### config.mk
export PLATFORM = sky130hd
export DESIGN_NAME = multi_stepper_tone_driver_unit_flat
export DESIGN_NICKNAME = d
export VERILOG_FILES = /design/src/rtl/mstd_pkg.sv /design/src/rtl/mstd_if.sv /design/src/rtl/mstd_bridge.sv /design/src/rtl/multi_stepper_tone_driver_unit.sv /design/src/flat_wrapper.sv
export SDC_FILE = /design/constraint.sdc
export NUM_CORES = 1
export LEC_CHECK = 0
export BUFFER_PORTS_ARGS = -buffer_cell sky130_fd_sc_hd__buf_2
export CAP_MARGIN = 10
export CORE_MARGIN = 2
export CORE_UTILIZATION = 40
export DETAILED_ROUTE_END_ITERATION = 10
export PLACE_DENSITY = 0.64
export SYNTH_ARGS = -nofsm -noshare
export SYNTH_HDL_FRONTEND = slang
export SYNTH_SLANG_ARGS = --single-unit
### constraint.sdc
create_clock -name clk -period 4.86 [get_ports clk]
set_input_delay 0.486 -clock clk [delete_from_list [all_inputs] [get_ports clk]]
set_output_delay 0.486 -clock clk [all_outputs]
set_load 0.005 [all_outputs]
### src/rtl/mstd_pkg.sv
// shared types, constants and coil table for the stepper tone driver
package mstd_pkg;

	localparam int BRIDGES     = 4;
	localparam int BRIDGE_W    = 2;
	localparam int PERIOD_W    = 16;
	localparam int POS_W       = 16;
	localparam int COIL_W      = 4;
	localparam int COILS_W     = 16;
	localparam int VISIBLE     = (BRIDGES < 4) ? BRIDGES : 4;
	localparam int APB_DW      = 32;
	localparam int PADDR_W     = 3;
	localparam int TRAVEL_W    = 16;

	localparam logic [TRAVEL_W-1:0] TRAVEL_RESET = 16'd3000;

	// register indexes
	localparam logic [PADDR_W-3:0] REG_MAX_TRAVEL = '0;

	typedef enum logic [2:0] {
		FUNC_TICK         = 3'd0,
		FUNC_NOTE_ON      = 3'd1,
		FUNC_NOTE_OFF     = 3'd2,
		FUNC_RESET_BRIDGE = 3'd3,
		FUNC_RESET_ALL    = 3'd4,
		FUNC_HALT_ALL     = 3'd5
	} func_t;

	// per-bridge command decoded from one word
	typedef struct packed {
		logic                en;
		logic                tick;
		logic                set_period;
		logic                clr_period;
		logic                clr_position;
		logic [PERIOD_W-1:0] period;
	} bridge_ctl_t;

	// coil lines IN1..IN4 (bit0 is IN1) for phases 0..3
	function automatic logic [COIL_W-1:0] coil_of_phase(input logic [1:0] ph);
		logic [COIL_W-1:0] c;
		unique case (ph)
			2'd0: c = 4'h5;
			2'd1: c = 4'h6;
			2'd2: c = 4'hA;
			2'd3: c = 4'h9;
			default: c = 4'h0;
		endcase
		return c;
	endfunction

endpackage

### src/rtl/mstd_if.sv
// valid/ready channel interfaces for command and result words
interface mstd_req_if;
	import mstd_pkg::*;
	logic                valid;
	logic                ready;
	logic [2:0]          func;
	logic [BRIDGE_W-1:0] bridge;
	logic [PERIOD_W-1:0] note_period;

	modport source (output valid, output func, output bridge, output note_period,
		input ready);
	modport sink (input valid, input func, input bridge, input note_period,
		output ready);
endinterface

interface mstd_res_if;
	import mstd_pkg::*;
	logic               valid;
	logic               ready;
	logic [COILS_W-1:0] coils;
	logic [3:0]         stepped;

	modport source (output valid, output coils, output stepped, input ready);
	modport sink (input valid, input coils, input stepped, output ready);
endinterface

### src/rtl/mstd_bridge.sv
// one stepper bridge: period, tick counter, position, direction and phase
module mstd_bridge
	import mstd_pkg::*;
(
	input  logic                clk,
	input  logic                arst_n,
	input  bridge_ctl_t         ctl,
	input  logic [TRAVEL_W-1:0] max_travel,
	output logic [COIL_W-1:0]   coils,
	output logic                stepped
);

	logic [PERIOD_W-1:0] period_q, period_d;
	logic [PERIOD_W-1:0] tick_count_q, tick_count_d;
	logic [POS_W-1:0]    position_q, position_d;
	logic                reverse_q, reverse_d;
	logic [1:0]          phase_q, phase_d;
	logic [COIL_W-1:0]   coil_q, coil_d;
	logic [PERIOD_W:0]   cnt;
	logic                rev_turn;

	always_comb begin
		period_d     = period_q;
		tick_count_d = tick_count_q;
		position_d   = position_q;
		reverse_d    = reverse_q;
		phase_d      = phase_q;
		coil_d       = coil_q;
		stepped      = 1'b0;
		cnt          = {1'b0, tick_count_q} + 17'd1;

		// direction turns at the travel limit and at home
		if (position_q >= max_travel) begin
			rev_turn = 1'b1;
		end else if (position_q == '0) begin
			rev_turn = 1'b0;
		end else begin
			rev_turn = reverse_q;
		end

		if (ctl.en) begin
			if (ctl.tick && period_q != '0) begin
				if (cnt >= {1'b0, period_q}) begin
					stepped      = 1'b1;
					tick_count_d = '0;
					reverse_d    = rev_turn;
					if (rev_turn) begin
						if (position_q != '0) position_d = position_q - 16'd1;
						phase_d = phase_q - 2'd1;
					end else begin
						if (position_q != '1) position_d = position_q + 16'd1;
						phase_d = phase_q + 2'd1;
					end
					coil_d = coil_of_phase(phase_d);
				end else begin
					tick_count_d = cnt[PERIOD_W-1:0];
				end
			end
			if (ctl.set_period)   period_d   = ctl.period;
			if (ctl.clr_period)   period_d   = '0;
			if (ctl.clr_position) position_d = '0;
		end
	end

	assign coils = coil_d;

	always_ff @(posedge clk or negedge arst_n) begin
		if (!arst_n) begin
			period_q     <= '0;
			tick_count_q <= '0;
			position_q   <= '0;
			reverse_q    <= 1'b0;
			phase_q      <= '0;
			coil_q       <= '0;
		end else begin
			period_q     <= period_d;
			tick_count_q <= tick_count_d;
			position_q   <= position_d;
			reverse_q    <= reverse_d;
			phase_q      <= phase_d;
			coil_q       <= coil_d;
		end
	end

endmodule

### src/rtl/multi_stepper_tone_driver_unit.sv
// top level of the four-bridge stepper tone driver
//
// usage:
//   req channel: one command word per handshake (func, bridge, note_period).
//     func: tick, note on, note off, reset bridge, reset all, halt all;
//     unused codes change nothing and just report the coils.
//   res channel: one result word per command: coils of every visible bridge
//     after the update, and a stepped mask that is nonzero only for ticks.
//   apb port: one register, max_travel at byte address 0 (reset 3000),
//     to be written only while the block is idle; the block does not enforce this.
// pipeline: an accepted word lands in the input stage; it is applied, and its
//   result registered and offered on res, when it moves on to the result register.
// throughput: one word per cycle while res is not held, set by the bridge update
//   that runs combinationally between the input stage and the result register.
// reset: all bridge state clears, max_travel returns to 3000, no result is
//   pending and req is ready.
// stall: when res is held, the result register keeps its word and the input
//   stage takes one more word; ready then drops until res is taken.
module multi_stepper_tone_driver_unit
	import mstd_pkg::*;
(
	input  logic               clk,
	input  logic               arst_n,
	mstd_req_if.sink           req,
	mstd_res_if.source         res,
	input  logic               psel,
	input  logic               penable,
	input  logic               pwrite,
	input  logic [PADDR_W-1:0] paddr,
	input  logic [APB_DW-1:0]  pwdata,
	output logic [APB_DW-1:0]  prdata,
	output logic               pready
);

	// config register
	logic [TRAVEL_W-1:0] max_travel_q;
	logic                reg_hit;

	// input stage
	logic                valid_s1;
	logic [2:0]          func_s1;
	logic [BRIDGE_W-1:0] bridge_s1;
	logic [PERIOD_W-1:0] period_s1;
	logic                advance_s1;

	// result register
	logic               valid_s2;
	logic [COILS_W-1:0] coils_s2;
	logic [3:0]         stepped_s2;

	func_t                    func;
	bridge_ctl_t              ctl [BRIDGES];
	logic [COIL_W-1:0]        bridge_coils [BRIDGES];
	logic [BRIDGES-1:0]       bridge_stepped;
	logic [COILS_W-1:0]       coils_d;
	logic [3:0]               stepped_d;

	// apb: always ready, write in the access phase
	assign pready  = 1'b1;
	assign reg_hit = (paddr[PADDR_W-1:2] == REG_MAX_TRAVEL);
	assign prdata  = reg_hit ? APB_DW'(max_travel_q) : '0;

	always_ff @(posedge clk or negedge arst_n) begin
		if (!arst_n) begin
			max_travel_q <= TRAVEL_RESET;
		end else if (psel && penable && pwrite && pready && reg_hit) begin
			max_travel_q <= pwdata[TRAVEL_W-1:0];
		end
	end

	// handshake: the input stage moves on when the result register is free
	assign advance_s1 = !valid_s2 || res.ready;
	assign req.ready  = !valid_s1 || advance_s1;

	always_ff @(posedge clk or negedge arst_n) begin
		if (!arst_n) begin
			valid_s1 <= 1'b0;
		end else if (req.ready) begin
			valid_s1 <= req.valid;
		end
	end

	always_ff @(posedge clk) begin
		if (req.valid && req.ready) begin
			func_s1   <= req.func;
			bridge_s1 <= req.bridge;
			period_s1 <= req.note_period;
		end
	end

	// decode the staged word into one command per bridge
	assign func = func_t'(func_s1);

	always_comb begin
		for (int b = 0; b < BRIDGES; b++) begin
			ctl[b]        = '0;
			ctl[b].en     = valid_s1 && advance_s1;
			ctl[b].period = period_s1;
			unique case (func)
				FUNC_TICK:         ctl[b].tick = 1'b1;
				FUNC_NOTE_ON:      ctl[b].set_period = (int'(bridge_s1) == b);
				FUNC_NOTE_OFF:     ctl[b].clr_period = (int'(bridge_s1) == b);
				FUNC_RESET_BRIDGE: begin
					ctl[b].clr_period   = (int'(bridge_s1) == b);
					ctl[b].clr_position = (int'(bridge_s1) == b);
				end
				FUNC_RESET_ALL: begin
					ctl[b].clr_period   = 1'b1;
					ctl[b].clr_position = 1'b1;
				end
				FUNC_HALT_ALL:     ctl[b].clr_period = 1'b1;
				// unused codes leave every bridge alone
				default:           ctl[b].en = 1'b0;
			endcase
		end
	end

	for (genvar b = 0; b < BRIDGES; b++) begin : g_bridge
		mstd_bridge u_bridge (
			.clk        (clk),
			.arst_n     (arst_n),
			.ctl        (ctl[b]),
			.max_travel (max_travel_q),
			.coils      (bridge_coils[b]),
			.stepped    (bridge_stepped[b])
		);
	end

	// only the first four bridges show up in the result word
	always_comb begin
		coils_d   = '0;
		stepped_d = '0;
		for (int b = 0; b < VISIBLE; b++) begin
			coils_d[COIL_W*b +: COIL_W] = bridge_coils[b];
			stepped_d[b]                = bridge_stepped[b];
		end
	end

	always_ff @(posedge clk or negedge arst_n) begin
		if (!arst_n) begin
			valid_s2 <= 1'b0;
		end else if (advance_s1) begin
			valid_s2 <= valid_s1;
		end
	end

	always_ff @(posedge clk) begin
		if (valid_s1 && advance_s1) begin
			coils_s2   <= coils_d;
			stepped_s2 <= stepped_d;
		end
	end

	assign res.valid   = valid_s2;
	assign res.coils   = coils_s2;
	assign res.stepped = stepped_s2;

	// a word that is not a tick never reports a step
	a_step_only_on_tick: assert property (@(posedge clk) disable iff (!arst_n)
		(valid_s1 && advance_s1 && func_s1 != FUNC_TICK) |=> (res.stepped == '0))
		else $error("stepped set for a non-tick word");

	// back pressure only when both stages hold a word and res is stalled
	a_ready_drop: assert property (@(posedge clk) disable iff (!arst_n)
		!req.ready |-> (valid_s1 && valid_s2 && !res.ready))
		else $error("req not ready without a full stall");

	// an applied word always yields a pending result
	a_result_follows: assert property (@(posedge clk) disable iff (!arst_n)
		(valid_s1 && advance_s1) |=> res.valid)
		else $error("applied word produced no result");

endmodule

### src/flat_wrapper.sv
// flat-port wrapper written by rule: the top's interface ports become plain ports
module multi_stepper_tone_driver_unit_flat import mstd_pkg::*;
  (clk, arst_n, psel, penable, pwrite, paddr, pwdata, prdata, pready, req_valid, req_func, req_bridge, req_note_period, req_ready, res_valid, res_coils, res_stepped, res_ready);
  mstd_req_if req_i ();
  mstd_res_if res_i ();
  input  logic clk;
  input  logic arst_n;
  input  logic psel;
  input  logic penable;
  input  logic pwrite;
  input  logic [PADDR_W-1:0] paddr;
  input  logic [APB_DW-1:0] pwdata;
  output logic [APB_DW-1:0] prdata;
  output logic pready;
  input wire logic [$bits(req_i.valid)-1:0] req_valid;
  input wire logic [$bits(req_i.func)-1:0] req_func;
  input wire logic [$bits(req_i.bridge)-1:0] req_bridge;
  input wire logic [$bits(req_i.note_period)-1:0] req_note_period;
  output wire logic [$bits(req_i.ready)-1:0] req_ready;
  output wire logic [$bits(res_i.valid)-1:0] res_valid;
  output wire logic [$bits(res_i.coils)-1:0] res_coils;
  output wire logic [$bits(res_i.stepped)-1:0] res_stepped;
  input wire logic [$bits(res_i.ready)-1:0] res_ready;
  assign req_i.valid = req_valid;
  assign req_i.func = req_func;
  assign req_i.bridge = req_bridge;
  assign req_i.note_period = req_note_period;
  assign req_ready = req_i.ready;
  assign res_valid = res_i.valid;
  assign res_coils = res_i.coils;
  assign res_stepped = res_i.stepped;
  assign res_i.ready = res_ready;
  multi_stepper_tone_driver_unit u_core (.clk(clk), .arst_n(arst_n), .req(req_i), .res(res_i), .psel(psel), .penable(penable), .pwrite(pwrite), .paddr(paddr), .pwdata(pwdata), .prdata(prdata), .pready(pready));
endmodule
-- Word-level counts from Yosys, hierarchy flattened
Cells that the tools add are included.
- $add $sub $neg: 20
- order comparisons: 8
- equal/unequal tests: 28
- muxes and demuxes: 95
- bitwise logic cells: 1
- reductions and logical operators: 66
- operators with widths (kind ; number):
    16-bit 2-to-1 mux ; 37
    16-bit nonzero test ; 8
    16-bit by 1-bit adder with 17-bit output, second input constant ; 4
    17-bit by 16-bit greater-or-equal comparator with 1-bit output ; 4
    16-bit by 1-bit adder with 16-bit output, second input constant ; 4
    16-bit greater-or-equal comparator ; 4
    16-bit zero test ; 4
    16-bit != test, second input constant ; 4
    4-bit case mux with 4 select lines ; 4
    16-bit by 1-bit subtractor with 16-bit output, second input constant ; 4
    4-bit 2-to-1 mux ; 12
    2-bit 2-to-1 mux ; 16
    2-bit nonzero test ; 12
    2-bit == test, second input constant ; 10
    5-bit AND reduction ; 4
    1-bit 2-to-1 mux ; 18
    1-bit case mux with 2 select lines ; 8
    2-bit AND reduction ; 8
    3-bit by 1-bit != test with 1-bit output, second input constant ; 4
    3-bit AND reduction ; 4
    3-bit nonzero test ; 4
    2-bit by 1-bit == test with 1-bit output, second input constant ; 5
    2-bit zero test ; 5
    1-bit logical AND ; 9
    11 further kinds ; 22
- register bits: 279
- bits of input ports: 63
- output and inout port bits: 55

-- Depth between registers and ports, before layout
Gate-level depths: netlist of run 1.
- word-level depth: 12
- depth in mapped cells: 18

-- By module
From an unflattened synthesis of run 1, not the netlist that was laid out.
- cell total of the unflattened synthesis: 2045
- area, all modules: 18993.2 sq um
- by module, submodules not included (module ; instances ; cells an instance ; area each (sq um) ; seq. area each (sq um)):
    mstd_bridge (u_core.g_bridge[0].u_bridge ...) ; 2 ; 469 ; 4080.2 ; 1376.3
    mstd_bridge (u_core.g_bridge[3].u_bridge) ; 1 ; 502 ; 4324.1 ; 1376.3
    mstd_bridge (u_core.g_bridge[1].u_bridge) ; 1 ; 463 ; 4150.2 ; 1376.3
    multi_stepper_tone_driver_unit ; 1 ; 142 ; 2358.5 ; 1690.4

-- Worst setup path after synthesis of run 1
OpenSTA, ideal clock, no wires.
- kind: register to register
- from: reg u_core.max_travel_q[9]
- to: reg u_core.g_bridge[2].u_bridge.position_q[15]
- arrival: 4.257 ns
- slack: 0.473 ns
- cell stages (with the launch flop): 17
- period minus slack after synthesis: 4.387 ns
- cells stage by stage: dfstp_2 -> inv_1 -> ha_1 -> a21oi_1 -> o21ai_0 -> a2111oi_0 -> o21a_1 -> o31ai_2 -> ha_1 -> a211oi_1 -> nor2_1 -> a2111oi_0 -> o41ai_1 -> a31o_2 -> and3_1 -> o21ai_0 -> a31oi_1
- cells in the longest elaborated chain, start to end: 6
- elaborated cells between the ends (all ways): 9
- classes of those cells: order compare: 1; eq/ne: 1; mux: 5; reduce/logical: 2
- ends and longest elaborated chain (what ; line ; source):
    start: declaration ; multi_stepper_tone_driver_unit.sv:36 ; logic [TRAVEL_W-1:0] max_travel_q;
    start signal: assignment ; multi_stepper_tone_driver_unit.sv:67 ; max_travel_q <= pwdata[TRAVEL_W-1:0];
    16-bit greater-or-equal comparator (*) ; mstd_bridge.sv:33 ; if (position_q >= max_travel) begin
    1-bit 2-to-1 mux (*) ; mstd_bridge.sv:33 ;
    net u_core.g_bridge[2].u_bridge.rev_turn ; mstd_bridge.sv:20 ; logic rev_turn;
    16-bit 2-to-1 mux ; mstd_bridge.sv:47 ; if (rev_turn) begin
    16-bit 2-to-1 mux ; mstd_bridge.sv:43 ; if (cnt >= {1'b0, period_q}) begin
    16-bit 2-to-1 mux ; mstd_bridge.sv:42 ; if (ctl.tick && period_q != '0) begin
    16-bit 2-to-1 mux ; mstd_bridge.sv:61 ; if (ctl.clr_position) position_d = '0;
    end signal: assignment ; mstd_bridge.sv:78 ; position_q <= position_d;
    end: declaration ; mstd_bridge.sv:15 ; logic [POS_W-1:0] position_q, position_d;
Mark *: on every way through the listed nets, which the timed path passes. The rest lies on a longest branch. The select of a mux whose other input is x is not followed.
A chain may end at the register's enable or synchronous reset.

-- Worst setup path after layout of run 1
- from: reg u_core.max_travel_q[5]
- to: reg u_core.g_bridge[2].u_bridge.position_q[15]
Same word-level chain as after synthesis.

==> summary.txt, run 1 <==
Logic synthesis
  – #FFs+latches synth: 279
  – EDFF count, synth: 41
  – Synth async-reset ratio: 85.30%
  – Synth Warn #: 0
  – Avg Synthesized Cell Area: 9.121 µm²
  – Post-Syn Instances: 2,035
  – Synth Flop Type: dfrtp_1
  – Mapped Area: 0.01856 mm²
  – Register area share after synthesis: 38.77%
  – Unique cell type count in the Yosys netlist: 81

Floorplan
  – DIE AREA: 0.04814 mm²
  – Die width: 219.4 µm
  – Cell row count: 78
  – Die Span Y: 219.4 µm
  – Core area: 0.04558 mm²
  – I/O Pins: 118
  – Initial Util: 40.73%

Cells and area
  – Antenna cells: 0
  – Fin cells: 2,757
  – Commonest non-fill, non-tap cell in the layout: nand2_1
  – Final #Nets: 2,398
  – Most frequent cells in the layout: nand2_1 (294), dfrtp_1 (231), ha_1 (200)
  – P&R area growth vs syn: 12.44%
  – Finished Cell Area: 0.02087 mm²
  – Share of layout cells above drive strength 1: 11.22%

Global routing
  – Antenna violations before repair: 1
  – Global-route wire length before repair: 77.56 mm
  – GRT overflow: 0
  – Largest net degree at the start of global routing: 98
  – Vias in the first global route: 15,070
  – Gr usage total: 20.11%

Flow run
  – Max-Cap Viols: 0

CTS
  – # Post-CTS Setup Buffers: 0
  – Clock Pin Slew Worst Setup and Hold Paths: 0.06 ns
  – Worst-Skew Late Latency: 0.55 ns
  – CTS H-tree depth: 2
  – Clock root buffer master: clkbuf_16
  – CTS tree: yes
  – Clock sinks: 279
  – Clock buffer depth: 3
  – CTS Buf Count: 35

STA
  – Relative slew margins: 21.05%
  – Final Hold Viols: 0
  – Max Freq: 221.9 MHz
  – Setup Total Neg Slack: 0 ns
  – RSZ-0062 raised after global routing: no
  – Final Slew Violations: 0
  – Final Skew: 0.02519 ns
  – Final Critical Period: 4.506 ns
  – Min Hold Slack: 0.1106 ns
  – Worst Tran Pin Value: 1.184 ns
  – Tcrit/Tclk final: 92.72%
  – Final setup fails: 0

Drt
  – Final WL: 47.27 mm
  – DRC violations left: 0
  – Detailed Route Iter0 Violations: 959
  – DRT antenna net count: 0
  – Via count: 15,320
  – Drt pass-1 iters: 5
  – Vias/cell: 5.556
  – Drt wl/cell: 17.15 µm

Power and ir drop
  – Design Power: 11,190 µW
  – Pwr Density: 536.0 mW/mm²
  – P_leak: 0.01010 µW
  – Peak supply drop: 344.7 µV

Placed design
  – PortBufs: 82
  – Placed cells: 2,693
  – Post-DP HPWL: 34.14 mm
  – Post-DP Area: 0.01969 mm²
  – RD Place Congestion: 0.8764

Setup path
  – Worst path bufs/invs: 2
  – Crit start category: flop
  – CP top delay family: compound AO/OA/AOI/OAI gates
  – Crit-path slowest cell: a2111oi_1
  – Max FO, Critical Path: 9
  – Critical path arrival: 4.93 ns
  – Crit-path max cell delay: 0.55 ns
  – Req. time, crit path: 5.28 ns
  – Crit end category: flop
  – Crit path kind: reg2reg
  – Crit path cell chain: inv_1 -> ha_1 -> a21o_1 -> a2111oi_1 -> o21a_1 -> o31ai_2 -> buf_4 -> ha_1 -> a211oi_1 -> nor2_1 -> a2111oi_1 -> o41ai_1 -> a31o_2 -> and3_1 -> o21ai_0 -> a31oi_1

Hold path
  – HP Class: in2reg

Run status
  – Outcome: finished, final reports clean
[final timing paths]
path                                                   startpoint                                         end  slack [ns]  cells after the start
setup / recovery                           u_core.max_travel_q[5]  u_core.g_bridge[2].u_bridge.position_q[15]        0.35                     16
hold / removal                                 req_note_period[4]                         u_core.period_s1[4]        0.11                      1
setup reg to reg                           u_core.max_travel_q[5]  u_core.g_bridge[2].u_bridge.position_q[15]        0.35                     16
hold reg to reg            u_core.g_bridge[0].u_bridge.phase_q[1]      u_core.g_bridge[0].u_bridge.phase_q[1]        0.49                      1
max in group asynchronous                                  arst_n                     u_core.max_travel_q[15]        3.08                      3
min in group asynchronous                                  arst_n       u_core.g_bridge[1].u_bridge.coil_q[1]        0.57                      2
[synthesized netlist by cell type (11+ instances only)]
cell type  count  area, µm²
nand2_1      294       1104
dfrtp_1      231       5781
ha_1         200       2502
o21ai_0      192      960.9
inv_1        116      435.4
nor2_1       114      427.9
a21oi_1       98      490.5
xnor2_1       64      560.5
nand3_1       63      315.3
xor2_1        53      464.2
nor4_1        52      325.3
a21o_1        50      375.4
clkbuf_1      43      161.4
nand4_1       43      269.0
nor3_1        42      210.2
edfxtp_1      41       1231
and3_1        28      175.2
mux2_2        28      315.3
nor2b_1       19      118.9
o31ai_1       19      142.6
buf_4         18      135.1
nand2b_1      18      112.6
o21a_1        17      127.6
a31oi_1       16      100.1
a22o_1        11      96.34
buf_2         11      55.05
[where the power goes]
group	switching (µW)	internal [µW]
sequential	633	2900
combinational	2780	2170
clock	1050	1640
total	4470	6720
[routing by layer]
metal | wire, µm | global-route usage [%]
met5 | 15 | 0
met2 | 21260 | 31.95
met3 | 2558 | 3.534
met1 | 22000 | 27.42
met4 | 1438 | 7.365
[worst register-to-register path, delay by kind of cell, from the launching register on]
family	cells	cell delay (ns)
AOI/OAI and AO/OA	10	2.62
DFF	1	0.53
adders and majority gates	2	0.63
buffers and inverters	2	0.32
and+or+nand+nor	2	0.29
[sequential cells by signal (all words and copies together), names as in the netlist, 3 cells and up]
register	cells
u_core.g_bridge.u_bridge.period_q	64
u_core.g_bridge.u_bridge.position_q	64
u_core.g_bridge.u_bridge.tick_count_q	64
u_core.g_bridge.u_bridge.coil_q	16
u_core.max_travel_q	16
u_core.period_s1	16
u_core.res.coils	16
u_core.g_bridge.u_bridge.phase_q	8
u_core.g_bridge.u_bridge.reverse_q	4
u_core.res.stepped	4
u_core.func	3
[per-stage QoR]
step	setup slack, ns	util, %
global placement	0.3900	43.19
CTS	0.1871	45.79
finish	0.3537	45.79
global route	0.007437	45.79
floorplan	0.4730	-
detailed placement	0.1996	43.19
[final cells by class]
type	count	area [µm²]
Multi-Input combinational cell	1578	10600
Tap cell	600	750.7
Sequential cell	279	7196
Inverter	118	442.9
Clock inverter	19	234.0
Timing Repair Buffer	119	713.2
Clock buffer	44	939.7
Fill cell	4333	24700
[what timing repair did]
action,in CTS,in global routing
endpoints found under the hold margin,2,0
resized for setup,0,3
setup endpoints to repair,0,3
hold buffers,1,0
[cell families (layout without fill, tap and decap cells)]
| kind of cell | Yosys count | after routing | synth area share (%) |
|---|---|---|---|
| AO/OA/AOI/OAI | 491 | 491 | 16.72 |
| XOR/XNOR | 119 | 119 | 5.763 |
| adder cells (fa/ha/maj) | 204 | 204 | 13.91 |
| buffers and inverters | 193 | 300 | 4.510 |
| flip-flops | 279 | 279 | 38.77 |
| multiplexers | 37 | 37 | 2.346 |
| other | 2 | 17 | 0.04046 |
| AND/OR/NAND/NOR | 710 | 710 | 17.94 |
No activity file was read; power rests on OpenSTA's default activity.
==> run 2, diff against run 1 <==
--- a/config.mk
+++ b/config.mk
@@ -7,6 +7,7 @@
 export LEC_CHECK = 0
 export BUFFER_PORTS_ARGS = -buffer_cell sky130_fd_sc_hd__buf_2
 export CAP_MARGIN = 10
+export CORE_ASPECT_RATIO = 1.25
 export CORE_MARGIN = 2
 export CORE_UTILIZATION = 40
 export DETAILED_ROUTE_END_ITERATION = 10
==> run 2 against run 1 <==
  * Hold slack gained 0.00064 ns
  * Non-clock buffer count grew 5
  * Die area about the same
  * Clock power barely moved
  * Register-to-register slack better by 0.06 ns
  * Power shrank 0.34%
  * Critical path depth grew 1
  * Sequential power about the same
  * Clock-buffer cell count up 1
  * Critical endpoint is now u_core.g_bridge[1].u_bridge.position_q[15]
  * Highest routed layer unchanged
==> summary.txt, run 2 (same netlist as run 1, synthesis figures left out) <==
CTS
  – CTS H-tree depth: 2
  – Clock buffer depth: 3
  – CTS Buf Count: 35
  – Clock Pin Slew Worst Setup and Hold Paths: 0.06 ns
  – # resized after CTS: 0
  – # Post-CTS Setup Buffers: 0
  – Clock root buffer master: clkbuf_16
  – Clock sinks: 279
  – Worst-Skew Late Latency: 0.56 ns
  – CTS tree: yes

Cells and area
  – Final #Nets: 2,403
  – Share of layout cells above drive strength 1: 11.42%
  – Antenna cells: 0
  – Most frequent cells in the layout: nand2_1 (294), dfrtp_1 (231), ha_1 (200)
  – Finished Cell Area: 0.02090 mm²
  – Top flop regs: u_core.g_bridge.u_bridge.period_q: 64 flops, u_core.g_bridge.u_bridge.position_q: 64 flops, u_core.g_bridge.u_bridge.tick_count_q: 64 flops
  – Commonest non-fill, non-tap cell in the layout: nand2_1
  – P&R area growth vs syn: 12.60%

Drt
  – DRT antenna net count: 0
  – DRC violations left: 0
  – Final WL: 47.46 mm
  – Drt pass-1 iters: 5
  – Drt wl/cell: 17.27 µm
  – Detailed Route Iter0 Violations: 781
  – Vias/cell: 5.560
  – Via count: 15,280

Global routing
  – Vias in the first global route: 15,710
  – Largest net degree at the start of global routing: 99
  – Antenna violations before repair: 1
  – Global-route wire length before repair: 77.77 mm
  – Gr usage total: 19.90%
  – GRT overflow: 0

Setup path
  – Crit-path max cell delay: 0.56 ns
  – Critical path arrival: 4.92 ns
  – Crit-path slowest cell: a2111oi_0
  – Crit end category: flop
  – Crit start category: flop
  – Req. time, crit path: 5.33 ns
  – Crit path kind: reg2reg
  – Crit path cell chain: inv_1 -> ha_1 -> a21oi_1 -> o21ai_0 -> a211oi_1 -> o21ai_0 -> a22oi_2 -> inv_1 -> ha_1 -> and3_1 -> nor2b_1 -> nor4_1 -> a2111oi_0 -> o31ai_1 -> and3_1 -> nor3_1 -> a2bb2oi_1
  – Max FO, Critical Path: 11

Run status
  – Outcome: finished, final reports clean

Floorplan
  – Initial Util: 40.33%
  – Cell row count: 88
  – I/O Pins: 118
  – Die Span Y: 244.8 µm
  – Core area: 0.04602 mm²
  – DIE AREA: 0.04815 mm²
  – Die width: 196.7 µm

STA
  – Tcrit/Tclk final: 91.51%
  – Final Hold Viols: 0
  – Worst Tran Pin Value: 1.199 ns
  – Final setup fails: 0
  – Relative slew margins: 20.09%
  – Final Slew Violations: 0
  – Final Critical Period: 4.448 ns
  – Max Freq: 224.8 MHz
  – RSZ-0062 raised after global routing: no
  – Setup Total Neg Slack: 0 ns
  – Final Skew: 0.02576 ns

Power and ir drop
  – P_leak: 0.01013 µW
  – Pwr Density: 533.4 mW/mm²
  – Peak supply drop: 333.6 µV
  – Design Power: 11,150 µW

Hold path
  – HP Class: in2reg

Flow run
  – Max-Cap Viols: 0

Placed design
  – PortBufs: 82
  – RD Place Congestion: 0.8563
  – Post-DP HPWL: 34.64 mm
  – Post-DP Area: 0.01971 mm²
-- run 2: final timing paths --
kind                                                        from                                           to  slack (ns)  cells past startpoint
min in group asynchronous                                 arst_n  u_core.g_bridge[2].u_bridge.tick_count_q[4]        0.54                      2
max in group asynchronous                                 arst_n        u_core.g_bridge[3].u_bridge.coil_q[3]        3.05                      3
max reg2reg                              u_core.max_travel_q[11]   u_core.g_bridge[1].u_bridge.position_q[15]        0.41                     17
min                                           req_note_period[4]                          u_core.period_s1[4]        0.11                      1
min reg2reg                u_core.g_bridge[3].u_bridge.coil_q[1]        u_core.g_bridge[3].u_bridge.coil_q[1]        0.48                      1
max                                      u_core.max_travel_q[11]   u_core.g_bridge[1].u_bridge.position_q[15]        0.41                     17
-- run 2: final cells by class --
class / instances / area (µm²)
Inverter: 118 / 442.9
Clock buffer: 45 / 984.7
Timing Repair Buffer: 124 / 750.7
Clock inverter: 19 / 196.4
Tap cell: 585 / 732.0
Fill cell: 4396 / 25120
Sequential cell: 279 / 7196
Multi-Input combinational cell: 1578 / 10600
-- run 2: report_power, final --
group	internal, µW	leakage (µW)	switching [µW]
sequential	2900	0.00350	629
combinational	2190	0.00605	2750
clock	1600	0.000585	1080
-- run 2: critical path: cells and delay by family, from the launching register on --
family / cells / cell delay [ns]
compound gates: 8 / 1.80
flops: 1 / 0.52
fa+ha+maj: 2 / 0.82
buf+inv: 2 / 0.38
simple gates: 5 / 0.85
-- run 2: per-layer routing --
| layer | vias to the layer above | part of all wire (%) | track usage, % |
|---|---|---|---|
| met2 | 319 | 49 | 35.04 |
| met3 | 105 | 4.9 | 3.421 |
| li1 | 7486 | - | - |
| met4 | 2 | 3.6 | 7.895 |
| met5 | - | 0.019 | 0 |
| met1 | 7368 | 43 | 24.14 |
-- run 2: timing repair --
action,in CTS,in global routing
endpoints found under the hold margin,21,0
hold buffers,1,0
endpoints found under the setup margin,0,0
-- run 2: metrics by stage --
step	hold WS [ns]	worst slack [ns]	util, %	std cells
CTS	0.07882	0.4384	45.41	2748
finish	0.1112	0.4125	45.41	2748
global route	0.08753	0.07820	45.41	2748
global placement	0.4717	0.5293	42.82	2683
detailed placement	0.4800	0.4557	42.82	2683
floorplan	0.1904	0.4730	-	2050
==> run 3, diff against run 2 <==
--- a/config.mk
+++ b/config.mk
@@ -5,6 +5,7 @@
 export SDC_FILE = /design/constraint.sdc
 export NUM_CORES = 1
 export LEC_CHECK = 0
+export ABC_AREA = 1
 export BUFFER_PORTS_ARGS = -buffer_cell sky130_fd_sc_hd__buf_2
 export CAP_MARGIN = 10
 export CORE_ASPECT_RATIO = 1.25
==> run 3 against run 2 <==
  * Clock-buffer cell count shrank 4
  * Design area grew 3.1%
  * Critical endpoint is now u_core.g_bridge[1].u_bridge.position_q[11]
  * Hold slack lost 0.0054 ns
  * Non-clock buffer count shrank 26
  * Largest cell class unchanged
==> summary.txt, run 3 <==
CTS
  – CTS tree: yes
  – # resized after CTS: 0
  – Clock sinks: 279
  – Clock buffer depth: 3
  – Worst-Skew Late Latency: 0.56 ns
  – Clock root buffer master: clkbuf_16
  – CTS H-tree depth: 2
  – Clock Pin Slew Worst Setup and Hold Paths: 0.06 ns
  – CTS Buf Count: 34

STA
  – Final Slew Violations: 0
  – Relative slew margins: 27.57%
  – Final setup fails: 0
  – Tcrit/Tclk final: 82.93%
  – Worst Setup Slack, final: 0.8298 ns
  – RSZ-0062 raised after global routing: no
  – Final Skew: 0.02199 ns
  – Setup Total Neg Slack: 0 ns
  – Final Hold Viols: 0
  – Final Critical Period: 4.030 ns
  – Worst Tran Pin Value: 1.086 ns
  – Max Freq: 248.1 MHz

Setup path
  – Critical path arrival: 4.46 ns
  – Crit end category: flop
  – Crit-path max cell delay: 0.61 ns
  – Crit start category: flop
  – Req. time, crit path: 5.29 ns
  – Worst path bufs/invs: 2
  – Crit path cell chain: inv_1 -> ha_1 -> a21oi_1 -> nand2_1 -> a21oi_1 -> nand4_1 -> ha_1 -> inv_1 -> o21ai_0 -> a21oi_1 -> o21ai_0 -> nand2_1 -> o21ai_0 -> nand2_1 -> nand2_1 -> nor2_1 -> nand2_1 -> nand2_1
  – Crit-path slowest cell: ha_1
  – Max FO, Critical Path: 12
  – Worst setup startpoint: u_core.max_travel_q[11]
  – Most common cell on crit path: nand2_1
  – Reg2reg start: u_core.max_travel_q[11]
  – Crit path kind: reg2reg
  – CP top delay family: compound AO/OA/AOI/OAI gates

Logic synthesis
  – Synth Flop Type: dfrtp_1
  – Cell with the most instances after synthesis: nand2_1
  – EDFF count, synth: 41
  – Avg Synthesized Cell Area: 7.697 µm²
  – Unique cell type count in the Yosys netlist: 53
  – Synth top area share: 29.86%
  – Post-Syn Instances: 2,515
  – Commonest cells in the synthesized netlist: nand2_1 (559), inv_1 (350), dfrtp_1 (231), nor2_1 (210), nand3_1 (207)
  – Synth async-reset ratio: 85.30%
  – #FFs+latches synth: 279
  – Synth top area cells: dfrtp_1 (30%), ha_1 (13%), nand2_1 (11%), inv_1 (6.8%), edfxtp_1 (6.4%)
  – Area leader, netlist: dfrtp_1
  – Mapped Area: 0.01936 mm²
  – Register area share after synthesis: 37.17%
  – Synth Warn #: 0

Placed design
  – Post-DP Area: 0.02040 mm²
  – Post-DP HPWL: 36.44 mm
  – PortBufs: 82
  – RD Place Congestion: 0.9049
  – Pre-CTS setup slack: 0.8487 ns

Cells and area
  – P&R area growth vs syn: 11.34%
  – Antenna cells: 0
  – Share of layout cells above drive strength 1: 8.628%
  – Most frequent cells in the layout: nand2_1 (559), inv_1 (350), dfrtp_1 (231)
  – Fill cell count: 4,702
  – Top flop regs: u_core.g_bridge.u_bridge.period_q: 64 flops, u_core.g_bridge.u_bridge.position_q: 64 flops, u_core.g_bridge.u_bridge.tick_count_q: 64 flops
  – Final #Nets: 2,872
  – Finished Cell Area: 0.02155 mm²
  – Commonest non-fill, non-tap cell in the layout: nand2_1

Global routing
  – Largest net degree at the start of global routing: 89
  – GRT overflow: 0
  – Global-route wire length before repair: 81.55 mm
  – Vias in the first global route: 17,000
  – Antenna violations before repair: 0
  – Gr usage total: 19.72%

Floorplan
  – Die Span Y: 250.0 µm
  – Cell row count: 90
  – Initial Util: 40.26%
  – DIE AREA: 0.05018 mm²
  – Core area: 0.04808 mm²
  – Die width: 200.8 µm
  – I/O Pins: 118

Drt
  – Drt wl/cell: 15.09 µm
  – Vias/cell: 5.187
  – Final WL: 49.41 mm
  – DRC violations left: 0
  – DRT antenna net count: 0
  – Via count: 16,990
  – Drt pass-1 iters: 5
  – Detailed Route Iter0 Violations: 950

Power and ir drop
  – Design Power: 9523 µW
  – P_leak: 0.01142 µW
  – Peak supply drop: 303.3 µV
  – Pwr Density: 441.8 mW/mm²

Run status
  – Outcome: finished, final reports clean

Hold path
  – Hold_sp: req_note_period[12]
  – HP Class: in2reg

Flow run
  – Max-Cap Viols: 0
-- run 3: changes by cell type after synthesis, sizes merged, moves of 49 or more --
cell   before  now
nand3      64  214
nand2     294  571
xnor2      64    7
a21oi      98  147
inv       117  364
nor2      114  223
-- run 3: area by class of cell --
cell class	count	area [µm²]	share of cell area [%]
clock inverter	21	207.7	0.9637
sequential	279	7196	33.39
inverter	366	1384	6.421
clock buffer	41	918.4	4.261
tap	644	805.8	3.739
timing repair buffer	98	550.5	2.554
multi-input combinational	1826	10490	48.68
-- run 3: cell families (layout without fill, tap and decap cells) --
family                   Yosys count  in the layout  share of synthesized area [%]
AND/OR/NAND/NOR                 1141           1141                          26.11
multiplexers                       3              3                         0.1551
AO/OA/AOI/OAI                    399            399                          11.45
flip-flops                       279            279                          37.17
buffers and inverters            425            526                          8.920
XOR/XNOR                          62             62                          2.805
other                              2             17                        0.03880
adder cells (fa/ha/maj)          204            204                          13.34
-- run 3: metal layers --
metal  part of all wire, %  wire (µm)  track usage [%]
met5                     0          0                0
met4                   2.8       1382            7.132
met1                    43      21190            23.31
met2                    50      24700            36.36
met3                   4.3       2145            2.599
-- run 3: worst paths after layout --
kind	end	slack, ns	cells past startpoint
setup / recovery	u_core.g_bridge[1].u_bridge.position_q[11]	0.83	18
hold / removal	u_core.period_s1[12]	0.11	1
setup reg to reg	u_core.g_bridge[1].u_bridge.position_q[11]	0.83	18
hold reg to reg	u_core.g_bridge[1].u_bridge.coil_q[3]	0.48	2
max in group asynchronous	u_core.g_bridge[1].u_bridge.period_q[6]	3.13	3
min in group asynchronous	u_core.g_bridge[3].u_bridge.tick_count_q[5]	0.49	2
-- run 3: report_power, final --
part | internal, µW | switching (µW) | total, µW
clock | 1520 | 1070 | 2590
combinational | 1220 | 2160 | 3380
sequential | 3080 | 469 | 3550
total | 5820 | 3700 | 9520
-- run 3: metrics by stage --
step           cells  hold slack (ns)  util, %
3_5_place_dp    3211           0.4642    42.43
5_1_grt         3275          0.09113    44.82
2_1_floorplan   2530           0.1904        -
4_1_cts         3274          0.07732    44.79
6_report        3275           0.1058    44.82
3_3_place_gp    3211           0.4612    42.43
-- run 3: repair_timing --
| item | CTS | global route |
|---|---|---|
| endpoints found under the hold margin | 24 | 0 |
| buffers inserted | 0 | 0 |
| hold buffers | 1 | 0 |
